[config.mk]
export PLATFORM = sky130hd
export DESIGN_NAME = multi_channel_interval_timer
export DESIGN_NICKNAME = d
export VERILOG_FILES = /design/src/rtl/mcit_pkg.sv /design/src/rtl/mcit_front.sv /design/src/rtl/mcit_fifo.sv /design/src/rtl/mcit_back.sv /design/src/rtl/multi_channel_interval_timer.sv
export SDC_FILE = /design/constraint.sdc
export NUM_CORES = 2
export LEC_CHECK = 0
export BUFFER_PORTS_ARGS = -buffer_cell sky130_fd_sc_hd__buf_2
export CAP_MARGIN = 20
export CORE_MARGIN = 4
export CORE_UTILIZATION = 56
export CTS_CLUSTER_SIZE = 30
export DETAILED_ROUTE_END_ITERATION = 10
export GPL_TIMING_DRIVEN = 0
export PLACE_DENSITY = 0.75
export SETUP_SLACK_MARGIN = 0.05
export SYNTH_ARGS = -nofsm -noshare
export SYNTH_HDL_FRONTEND = slang
export SYNTH_SLANG_ARGS = --single-unit
[constraint.sdc]
create_clock -name aclk -period 14.7 [get_ports aclk]
set_input_delay 2.205 -clock aclk [delete_from_list [all_inputs] [get_ports aclk]]
set_output_delay 2.205 -clock aclk [all_outputs]
set_load 0.02 [all_outputs]
[src/rtl/mcit_pkg.sv]
// Package of the interval timer: field widths, command and status codes, shared types.
`timescale 1ns / 1ps
package mcit_pkg;

    // Channel count and derived channel index width
    localparam int CHANNELS = 4;
    localparam int CH_W     = 3;
    localparam int CH_IDX_W = (CHANNELS > 1) ? $clog2(CHANNELS) : 1;

    // Field widths
    localparam int MODE_W = 3;
    localparam int DUR_W  = 32;
    localparam int TPU_W  = 10;
    localparam int STAT_W = 2;
    localparam int EXP_W  = 4;
    localparam int PROD_W = DUR_W + 1 + TPU_W;

    // Stream and register port widths
    localparam int S_TDATA_W  = 40;
    localparam int S_TUSER_W  = 3;
    localparam int M_TDATA_W  = 8;
    localparam int APB_ADDR_W = 2;
    localparam int APB_DATA_W = 32;

    // Register map
    localparam logic [APB_ADDR_W-1:0] REG_TPU_ADDR = 2'd0;
    localparam logic [TPU_W-1:0]      TPU_RESET    = 10'd60;

    // Command codes
    localparam logic [MODE_W-1:0] MODE_TICK    = 3'd0;
    localparam logic [MODE_W-1:0] MODE_CONFIG  = 3'd1;
    localparam logic [MODE_W-1:0] MODE_START   = 3'd2;
    localparam logic [MODE_W-1:0] MODE_STOP    = 3'd3;
    localparam logic [MODE_W-1:0] MODE_RESTART = 3'd4;
    localparam logic [MODE_W-1:0] MODE_QUERY   = 3'd5;

    // Channel status codes
    localparam logic [STAT_W-1:0] ST_DISABLED = 2'd0;
    localparam logic [STAT_W-1:0] ST_STOPPED  = 2'd1;
    localparam logic [STAT_W-1:0] ST_RUNNING  = 2'd2;
    localparam logic [STAT_W-1:0] ST_ERROR    = 2'd3;

    // Command queue
    localparam int QUEUE_DEPTH = 2;
    localparam int Q_PTR_W     = (QUEUE_DEPTH > 1) ? $clog2(QUEUE_DEPTH) : 1;
    localparam int Q_CNT_W     = $clog2(QUEUE_DEPTH + 1);

    // Classified command as held in the queue
    typedef struct packed {
        logic [MODE_W-1:0]   mode;
        logic                ch_ok;
        logic [CH_IDX_W-1:0] ch;
        logic [DUR_W-1:0]    duration;
        logic                one_shot;
        logic [PROD_W-1:0]   prod;      // (duration + 1) * ticks_per_us
    } cmd_t;

    // Queue fill status
    typedef struct packed {
        logic full;
        logic empty;
    } q_status_t;

endpackage

[src/rtl/mcit_front.sv]
// Front end: takes input transactions, decodes fields and forms the prescale product.
`timescale 1ns / 1ps
module mcit_front
    import mcit_pkg::*;
(
    input  logic                 s_tvalid,
    output logic                 s_tready,
    input  logic [S_TUSER_W-1:0] s_tuser,
    input  logic [S_TDATA_W-1:0] s_tdata,
    input  logic [TPU_W-1:0]     tpu,
    input  q_status_t            q_stat,
    output logic                 push,
    output cmd_t                 cmd
);

    logic [CH_W-1:0]  ch_field;
    logic [DUR_W:0]   dur_p1;

    // Field unpacking
    assign ch_field = s_tdata[CH_W-1:0];
    assign dur_p1   = {1'b0, s_tdata[CH_W +: DUR_W]} + {{DUR_W{1'b0}}, 1'b1};

    // Handshake: accept whenever the queue has room
    assign s_tready = !q_stat.full;
    assign push     = s_tvalid && !q_stat.full;

    // Classification and range product, registered by the queue
    always_comb begin
        cmd.mode     = s_tuser[MODE_W-1:0];
        cmd.ch_ok    = (ch_field < CH_W'(CHANNELS));
        cmd.ch       = ch_field[CH_IDX_W-1:0];
        cmd.duration = s_tdata[CH_W +: DUR_W];
        cmd.one_shot = s_tdata[CH_W + DUR_W];
        cmd.prod     = {{TPU_W{1'b0}}, dur_p1} * {{(DUR_W + 1){1'b0}}, tpu};
    end

endmodule

[src/rtl/mcit_fifo.sv]
// Short command queue between the front end and the channel engine.
`timescale 1ns / 1ps
module mcit_fifo
    import mcit_pkg::*;
(
    input  logic      aclk,
    input  logic      aresetn,
    input  logic      push,
    input  cmd_t      cmd_in,
    input  logic      pop,
    output cmd_t      cmd_out,
    output q_status_t q_stat
);

    cmd_t               mem_reg [QUEUE_DEPTH];
    logic [Q_PTR_W-1:0] wr_ptr_reg, wr_ptr_next;
    logic [Q_PTR_W-1:0] rd_ptr_reg, rd_ptr_next;
    logic [Q_CNT_W-1:0] cnt_reg, cnt_next;

    assign q_stat.full  = (cnt_reg == Q_CNT_W'(QUEUE_DEPTH));
    assign q_stat.empty = (cnt_reg == '0);
    assign cmd_out      = mem_reg[rd_ptr_reg];

    // Pointer and fill count update
    always_comb begin
        wr_ptr_next = wr_ptr_reg;
        rd_ptr_next = rd_ptr_reg;
        cnt_next    = cnt_reg;
        if (push) begin
            wr_ptr_next = (wr_ptr_reg == Q_PTR_W'(QUEUE_DEPTH - 1)) ? '0 : wr_ptr_reg + 1'b1;
        end
        if (pop) begin
            rd_ptr_next = (rd_ptr_reg == Q_PTR_W'(QUEUE_DEPTH - 1)) ? '0 : rd_ptr_reg + 1'b1;
        end
        if (push && !pop) begin
            cnt_next = cnt_reg + 1'b1;
        end else if (pop && !push) begin
            cnt_next = cnt_reg - 1'b1;
        end
    end

    always_ff @(posedge aclk) begin
        if (!aresetn) begin
            wr_ptr_reg <= '0;
            rd_ptr_reg <= '0;
            cnt_reg    <= '0;
        end else begin
            wr_ptr_reg <= wr_ptr_next;
            rd_ptr_reg <= rd_ptr_next;
            cnt_reg    <= cnt_next;
        end
    end

    // Entry storage
    always_ff @(posedge aclk) begin
        if (push) begin
            mem_reg[wr_ptr_reg] <= cmd_in;
        end
    end

endmodule

[src/rtl/mcit_back.sv]
// Channel engine: per-channel state, command execution and the result register.
`timescale 1ns / 1ps
module mcit_back
    import mcit_pkg::*;
(
    input  logic                 aclk,
    input  logic                 aresetn,
    input  q_status_t            q_stat,
    input  cmd_t                 cmd,
    output logic                 pop,
    input  logic [TPU_W-1:0]     tpu,
    input  logic                 cfg_wr,
    output logic                 m_tvalid,
    input  logic                 m_tready,
    output logic [M_TDATA_W-1:0] m_tdata
);

    logic [STAT_W-1:0] stat_reg [CHANNELS];
    logic [STAT_W-1:0] stat_next [CHANNELS];
    logic              os_reg   [CHANNELS];
    logic              os_next  [CHANNELS];
    logic [DUR_W-1:0]  dur_reg  [CHANNELS];
    logic [DUR_W-1:0]  dur_next [CHANNELS];
    logic [DUR_W-1:0]  cnt_reg  [CHANNELS];
    logic [DUR_W-1:0]  cnt_next [CHANNELS];
    logic [DUR_W-1:0]  rl_reg   [CHANNELS];   // ticks_per_us * duration, one lane each

    logic              settle_reg, settle_next;
    logic              out_valid_reg, out_valid_next;
    logic [M_TDATA_W-1:0] out_data_reg;

    logic              go;
    logic              dur_ok;
    logic [DUR_W-1:0]  load_new;
    logic [DUR_W-1:0]  tpu_ext;
    logic [STAT_W-1:0] res_stat;
    logic [EXP_W-1:0]  res_exp;

    assign tpu_ext  = {{(DUR_W - TPU_W){1'b0}}, tpu};
    assign load_new = cmd.prod[DUR_W-1:0] - tpu_ext - {{(DUR_W - 1){1'b0}}, 1'b1};
    assign dur_ok   = (cmd.duration != '0) && (cmd.prod[PROD_W-1:DUR_W] == '0);

    // Execute one command when the result register frees up; while settle_reg is set
    // after any change of duration or prescale, hold off so the reload lanes catch up
    assign go  = !q_stat.empty && !settle_reg && (!out_valid_reg || m_tready);
    assign pop = go;

    always_comb begin
        for (int i = 0; i < CHANNELS; i++) begin
            stat_next[i] = stat_reg[i];
            os_next[i]   = os_reg[i];
            dur_next[i]  = dur_reg[i];
            cnt_next[i]  = cnt_reg[i];
        end
        res_stat = ST_ERROR;
        res_exp  = '0;

        if (go) begin
            if (cmd.mode == MODE_TICK) begin
                // Count down every running channel, reload on expiry and stop one-shot channels
                res_stat = ST_DISABLED;
                for (int i = 0; i < CHANNELS; i++) begin
                    if (stat_reg[i] == ST_RUNNING) begin
                        if (cnt_reg[i] == '0) begin
                            if (i < EXP_W) begin
                                res_exp[i % EXP_W] = 1'b1;
                            end
                            cnt_next[i] = rl_reg[i] - {{(DUR_W - 1){1'b0}}, 1'b1};
                            if (os_reg[i]) begin
                                stat_next[i] = ST_STOPPED;
                            end
                        end else begin
                            cnt_next[i] = cnt_reg[i] - {{(DUR_W - 1){1'b0}}, 1'b1};
                        end
                    end
                end
            end else if (cmd.ch_ok) begin
                case (cmd.mode)
                    MODE_CONFIG: begin
                        if (dur_ok) begin
                            os_next[cmd.ch]   = cmd.one_shot;
                            dur_next[cmd.ch]  = cmd.duration;
                            cnt_next[cmd.ch]  = load_new;
                            stat_next[cmd.ch] = ST_STOPPED;
                            res_stat          = ST_STOPPED;
                        end
                    end
                    MODE_START: begin
                        if (stat_reg[cmd.ch] == ST_STOPPED && dur_reg[cmd.ch] != '0) begin
                            stat_next[cmd.ch] = ST_RUNNING;
                            cnt_next[cmd.ch]  = rl_reg[cmd.ch] - {{(DUR_W - 1){1'b0}}, 1'b1};
                            res_stat          = ST_RUNNING;
                        end
                    end
                    MODE_STOP: begin
                        stat_next[cmd.ch] = ST_STOPPED;
                        res_stat          = ST_STOPPED;
                    end
                    MODE_RESTART: begin
                        // Stopped first; a good duration always starts it again
                        stat_next[cmd.ch] = ST_STOPPED;
                        if (dur_ok) begin
                            dur_next[cmd.ch]  = cmd.duration;
                            cnt_next[cmd.ch]  = load_new;
                            stat_next[cmd.ch] = ST_RUNNING;
                            res_stat          = ST_RUNNING;
                        end
                    end
                    MODE_QUERY: begin
                        res_stat = stat_reg[cmd.ch];
                    end
                    default: begin
                        res_stat = ST_ERROR;
                    end
                endcase
            end
        end
    end

    assign settle_next    = cfg_wr ||
                            (go && (cmd.mode == MODE_CONFIG || cmd.mode == MODE_RESTART));
    assign out_valid_next = go ? 1'b1 : (m_tready ? 1'b0 : out_valid_reg);

    // Control state and channel state
    always_ff @(posedge aclk) begin
        if (!aresetn) begin
            settle_reg    <= 1'b0;
            out_valid_reg <= 1'b0;
            for (int i = 0; i < CHANNELS; i++) begin
                stat_reg[i] <= ST_DISABLED;
                os_reg[i]   <= 1'b0;
                dur_reg[i]  <= '0;
            end
        end else begin
            settle_reg    <= settle_next;
            out_valid_reg <= out_valid_next;
            for (int i = 0; i < CHANNELS; i++) begin
                stat_reg[i] <= stat_next[i];
                os_reg[i]   <= os_next[i];
                dur_reg[i]  <= dur_next[i];
            end
        end
    end

    // Counters, reload lanes and result payload
    always_ff @(posedge aclk) begin
        for (int i = 0; i < CHANNELS; i++) begin
            cnt_reg[i] <= cnt_next[i];
            rl_reg[i]  <= tpu_ext * dur_reg[i];
        end
        if (go) begin
            out_data_reg <= {{(M_TDATA_W - EXP_W - STAT_W){1'b0}}, res_exp, res_stat};
        end
    end

    assign m_tvalid = out_valid_reg;
    assign m_tdata  = out_data_reg;

endmodule

[src/rtl/multi_channel_interval_timer.sv]
// Top level of the multi-channel interval timer: register port, front end, queue, engine.
//
//  port group | direction | payload
//  -----------+-----------+---------------------------------------------------------
//  s_         | in        | tuser: mode; tdata: channel, duration, one_shot
//  m_         | out       | tdata: status, expired
//  APB        | in/out    | ticks_per_us at byte address 0
//
//  One command per cycle in steady state while the result side accepts; a configure,
//  a restart or a register write then idles the engine while the per-channel reload
//  products settle. From input to result: queue entry, then result register.
//  A two-entry queue lets the input side keep going while the result side stalls.
//  Reset is synchronous, active low: all channels disabled, ticks_per_us = 60.
`timescale 1ns / 1ps
module multi_channel_interval_timer
    import mcit_pkg::*;
(
    input  logic                  aclk,
    input  logic                  aresetn,
    // Command stream
    input  logic                  s_tvalid,
    output logic                  s_tready,
    input  logic [S_TUSER_W-1:0]  s_tuser,   // [2:0] mode
    input  logic [S_TDATA_W-1:0]  s_tdata,   // [2:0] channel, [34:3] duration, [35] one_shot
    // Result stream
    output logic                  m_tvalid,
    input  logic                  m_tready,
    output logic [M_TDATA_W-1:0]  m_tdata,   // [1:0] status, [5:2] expired
    // Register port
    input  logic                  psel,
    input  logic                  penable,
    input  logic                  pwrite,
    input  logic [APB_ADDR_W-1:0] paddr,
    input  logic [APB_DATA_W-1:0] pwdata,
    output logic [APB_DATA_W-1:0] prdata,
    output logic                  pready
);

    logic [TPU_W-1:0] tpu_reg;
    logic             cfg_wr;
    logic             push;
    logic             pop;
    cmd_t             cmd_in;
    cmd_t             cmd_out;
    q_status_t        q_stat;

    // Prescale register
    assign pready = 1'b1;
    assign cfg_wr = psel && penable && pwrite && pready && (paddr == REG_TPU_ADDR);
    assign prdata = {{(APB_DATA_W - TPU_W){1'b0}}, tpu_reg};

    always_ff @(posedge aclk) begin
        if (!aresetn) begin
            tpu_reg <= TPU_RESET;
        end else if (cfg_wr) begin
            tpu_reg <= pwdata[TPU_W-1:0];
        end
    end

    mcit_front u_front (
        .s_tvalid (s_tvalid),
        .s_tready (s_tready),
        .s_tuser  (s_tuser),
        .s_tdata  (s_tdata),
        .tpu      (tpu_reg),
        .q_stat   (q_stat),
        .push     (push),
        .cmd      (cmd_in)
    );

    mcit_fifo u_fifo (
        .aclk    (aclk),
        .aresetn (aresetn),
        .push    (push),
        .cmd_in  (cmd_in),
        .pop     (pop),
        .cmd_out (cmd_out),
        .q_stat  (q_stat)
    );

    mcit_back u_back (
        .aclk     (aclk),
        .aresetn  (aresetn),
        .q_stat   (q_stat),
        .cmd      (cmd_out),
        .pop      (pop),
        .tpu      (tpu_reg),
        .cfg_wr   (cfg_wr),
        .m_tvalid (m_tvalid),
        .m_tready (m_tready),
        .m_tdata  (m_tdata)
    );

endmodule

== Yosys cells after proc, flatten, opt, wreduce, memory -nomap -nowiden ==
Memory sizes are Yosys's and may differ from the RTL's. A register that Yosys moved wholly into a read port is not among the register bits.
Cells that the tools add are included.
Storage, ports and cells
  register bits after elaboration: 22
  latch bits: 0
  memory bits (writable): 560
  ROM bits: 0
  bits of input ports: 84
  logic and storage cells: 197
  memories: 6
Memories
  u_fifo.mem_reg: words 2, width 82, read ports 1, clocked after Yosys merged registers in 1, write ports 1, line mcit_fifo.sv:15  | cmd_t mem_reg [QUEUE_DEPTH];
  u_back.cnt_reg: words 4, width 32, read ports 4, clocked after Yosys merged registers in 0, write ports 4, line mcit_back.sv:24  | logic [DUR_W-1:0] cnt_reg [CHANNELS];
  u_back.dur_reg: words 4, width 32, read ports 5, clocked after Yosys merged registers in 0, write ports 4, line mcit_back.sv:22  | logic [DUR_W-1:0] dur_reg [CHANNELS];
  u_back.rl_reg: words 4, width 32, read ports 5, clocked after Yosys merged registers in 0, write ports 4, line mcit_back.sv:26  | logic [DUR_W-1:0] rl_reg [CHANNELS];
  u_back.stat_reg: words 4, width 2, read ports 5, clocked after Yosys merged registers in 0, write ports 4, line mcit_back.sv:18  | logic [STAT_W-1:0] stat_reg [CHANNELS];
  u_back.os_reg: words 4, width 1, read ports 4, clocked after Yosys merged registers in 0, write ports 4, line mcit_back.sv:20  | logic os_reg [CHANNELS];
Cells by class
  $add $sub $neg: 16
  multiply operators: 5
  div/mod/pow operators: 0
  order comparisons: 3
  equality and inequality tests: 11
  shift operators: 0
  multiplexer cells: 86
  bitwise logic cells: 21
  reductions and logical operators: 38
Operator list (number)
  $mux 128: 10
  $mux 32: 13
  $bwmux 128: 3
  $sub 32x1->32 const B: 10
  $pmux 128 s2: 1
  $logic_not 32->1: 4
  $mul 10x32->32: 4
  $demux 32 s2: 1
  $reduce_bool 32->1: 2
  $mux 8: 6
  $mul 33x10->43: 1
  $mux 2: 21
  $add 32x1->33 const B: 1
  $pmux 8 s4: 1
  $sub 32x10->32: 1
  $mux 1: 21
  $mux 4: 5
  $and 4x4->4: 3
  $logic_and 1x1->1: 12
  $or 1x1->1: 12
  $or 4x4->4: 3
  $logic_not 11->1: 1
  $eq 2x2->1 const B: 5
  $pmux 2 s5: 1
  other kinds (22): 38

== Longest topological paths before layout ==
  depth in word-level cells: 14
  gate-level depth with buffers: 27
  depth with buffers taken out: 27

== Modules after synthesis ==
From an unflattened synthesis, not the netlist that was laid out.
Second synthesis, totals
  cell total of the unflattened synthesis: 7643
  area total of the unflattened synthesis: 70538.9 um^2
By module, submodules not included
  mcit_back: times used 1, cells each 5985, area each 52594.2 um^2, seq. area each 9459.1 um^2
  mcit_front: times used 1, cells each 1311, area each 11162.0 um^2, seq. area each 0.0 um^2
  mcit_fifo: times used 1, cells each 277, area each 6164.7 um^2, seq. area each 5024.8 um^2
  multi_channel_interval_timer: times used 1, cells each 70, area each 618.1 um^2, seq. area each 200.2 um^2

== Least setup slack after synthesis ==
Ideal clock, no wire load.
  path type: input to register
  start point: input port s_tdata[3]
  end point: memory u_fifo.mem_reg[0][42] (netlist name) (data pin)
  library setup time: 0.264 ns
  arrival: 8.684 ns
  required time: 14.436 ns
  slack: 5.752 ns
  stages: 27
  cell sequence: ha_1 nand4_1 nor2_1 nand2_1 nor3_1 nand2_1 nor2_1 xor2_1 nand2_1 fa_1 inv_1 fa_1 fa_1 fa_1 inv_1 fa_1 inv_1 ha_1 a21o_1 a21oi_1 o22ai_1 o311ai_0 a21oi_1 a211oi_1 o21ai_0 a21oi_1 xnor2_1
RTL lines
  start, declared: line multi_channel_interval_timer.sv:24  | input logic [S_TDATA_W-1:0] s_tdata,
  end, declared: line mcit_fifo.sv:15

==> impl_metrics.toml <==
[worst_setup_path]
critPathBufInv = 4
worst-endpoint-required_ns = 15.16
criticalPathCategory = "in -> reg"
cp_common_cell = "fa_1"
cpMaxStageDelayCell = "xor2_1"
cp.arrival_ns = 11.31
rr_startpoint = "tpu_reg[1]"
cp_max_fo = 10
worst_r2r_path_depth = 24
r2r-end = "u_back.rl_reg[3][31]"
startpoint_type = "input pin"
crit_family = "adder cells"
critical-path-max-stage-delay_ns = 0.84
endpoint_kind = "register"
reg2reg_setup_slack_ns = 4.91

[clock_network]
clk_path_buf_depth = 3
holdBufCountCts = 0
clockRootBuffer = "clkbuf_16"
cts_resized = 0
cts_sinks = 583
clk_pin_slew_ns = 0.06
cts-htree-levels = 3
postCtsSetupBuffers = 0
cts_buffers = 69
cts_tree = "yes"
clk_latency_ns = 0.74

[worst_hold_path]
min_path_type = "reg -> reg"
hold_start = "u_back.stat_reg[3][1]"
hold_depth = 2
hold_path_end = "u_back.stat_reg[3][1]"

[job]
max-cap-violations = 0

[yosys]
yosysUniqueCellTypes = 91
synth_common_cells = "nand2_1 (1,049), fa_1 (1,039), inv_1 (912)"
synth-edff-count = 301
netlist_area_mm2 = 0.06848
yosysSeqAreaShare = 0.2144
ys_seq_elements = 583
synth.area.top_cells = "fa_1 (30%), edfxtp_1 (13%), dfxtp_1 (8.2%)"
synth_most_common_cell = "nand2_1"
synth_area_per_cell_um2 = 9.312
synth_top_area_frac = 0.3037
yosys.area.top_type = "fa_1"
syn_inst = 7354
async_reset_ff_frac = 0
ys_warn_count = 0
ys.flop_type = "edfxtp_1"

[placement]
port_buffers = 74
gp_congestion = 1.099
place_area_mm2 = 0.07187
dpl.hpwl_um = 211100

[route]
wl_per_cell_um = 28.61
final_antenna_net_count = 0
vias_per_cell = 6.289
first_iter_violations = 7600
drc_errors = 0
drt-total-wl_um = 266400
first_pass_iters = 7
vias = 58560

[grt]
grtUsageTotal = 0.4168
grt_overflow = 0
grt_pass1_vias = 57560
grt_pass1_wl_um = 384000
grt_max_degree = 62
antenna_found_initial = 30

[timing]
hold_violations = 0
rsz0062_at_grt = "false"
fin_crit_ns = 10.86
finalSetupViolations = 0
skew_ns = 0.07631
max_slew_margin = 0.1005
slew_viol_final = 0
worst_pin_slew_ns = 1.349
finalCritPeriodShare = 0.7384
tns_ns = 0
max_freq_mhz = 92.12
fin_hold_ws_ns = 0.5051

[finish]
areaGrowthSynthToFinish_pct = 8.496
fin_area_mm2 = 0.07430
fin_nets = 8996
largest_reg_flops = 164
drive_gt1_frac = 0.05176

[power_and_ir_drop]
peakVddDrop_uv = 106.4
power.density_mw_per_mm2 = 92.80
p_total_w = 0.006895
p_leak_nw = 33.81

[floorplan]
core_mm2 = 0.1216
die_area_mm2 = 0.1279
die_w_um = 357.7
rows = 128
pin_count = 127
die_h_um = 357.7
start_util = 0.5634

[outcome]
outcome = "finished clean"
power by group:
group | switching (W) | internal (W)
logic | 0.00210 | 0.000954
registers | 0.0000767 | 0.00204
clock network | 0.000765 | 0.000951
cells in the final DEF, fill, tap and decap left out, types with 279 or more instances in the layout:
cell type  instances
nand2_1         1049
fa_1            1039
inv_1            912
and2_1           542
nor2_1           419
clkbuf_1         376
a21oi_1          303
edfxtp_1         301
dfxtp_1          282
ha_1             279
metal layers:
layer  share of wire  vias to the layer above  track usage  routed length, µm
li1                -                    24370            -                  -
met1            0.35                    28930       0.5291              94480
met2            0.41                     4258       0.5877             108000
met3            0.15                      988       0.1570              39870
met4           0.090                       12       0.2928              23950
met5         0.00032                        -            0                 84
area by class of cell:
class	instances	area (µm²)
inverter	914	3431
fill	10460	47260
tap	1625	2033
clock buffer	90	1846
buffer	416	1697
timing repair buffer	146	1335
antenna	37	92.59
clock inverter	37	354.1
multi-input combinational	5464	48830
sequential	583	14680
cells by family (layout without fill, tap and decap cells):
family / after synthesis / count (layout) / synth area share
other cells: 2 / 62 / 0.0001097
buf+inv: 1330 / 1603 / 0.07482
fa+ha+maj: 1318 / 1318 / 0.3547
flops: 583 / 583 / 0.2144
compound gates: 1045 / 1045 / 0.1017
mux: 115 / 115 / 0.02309
xor+xnor: 404 / 404 / 0.05167
simple gates: 2557 / 2557 / 0.1795
worst min-delay path: stages, from the launching register on:
cell and delay (ns):
dfxtp_1 0.33, nand2b_1 0.07, a21boi_1 0.06
worst max path at each step:
stage	to	slack, ns	startpoint	cells past startpoint
global placement	u_fifo.mem_reg[0][42]	3.63	s_tdata[3]	28
finish	u_fifo.mem_reg[1][42]	3.84	s_tdata[3]	28
detailed placement	u_fifo.mem_reg[1][42]	3.50	s_tdata[3]	28
CTS	u_fifo.mem_reg[1][42]	4.20	s_tdata[3]	28
floorplan	u_fifo.mem_reg[0][42]	5.75	s_tdata[3]	27
global route	u_fifo.mem_reg[1][42]	3.59	s_tdata[3]	28
per-stage QoR:
step	util	cells	setup slack [ns]
floorplan	-	7377	5.752
global placement	0.5839	9076	3.632
detailed placement	0.5912	9135	3.503
CTS	0.6093	9262	4.205
global route	0.6105	9276	3.592
finish	0.6112	9312	3.845
Power figures use the tool's default switching activity.
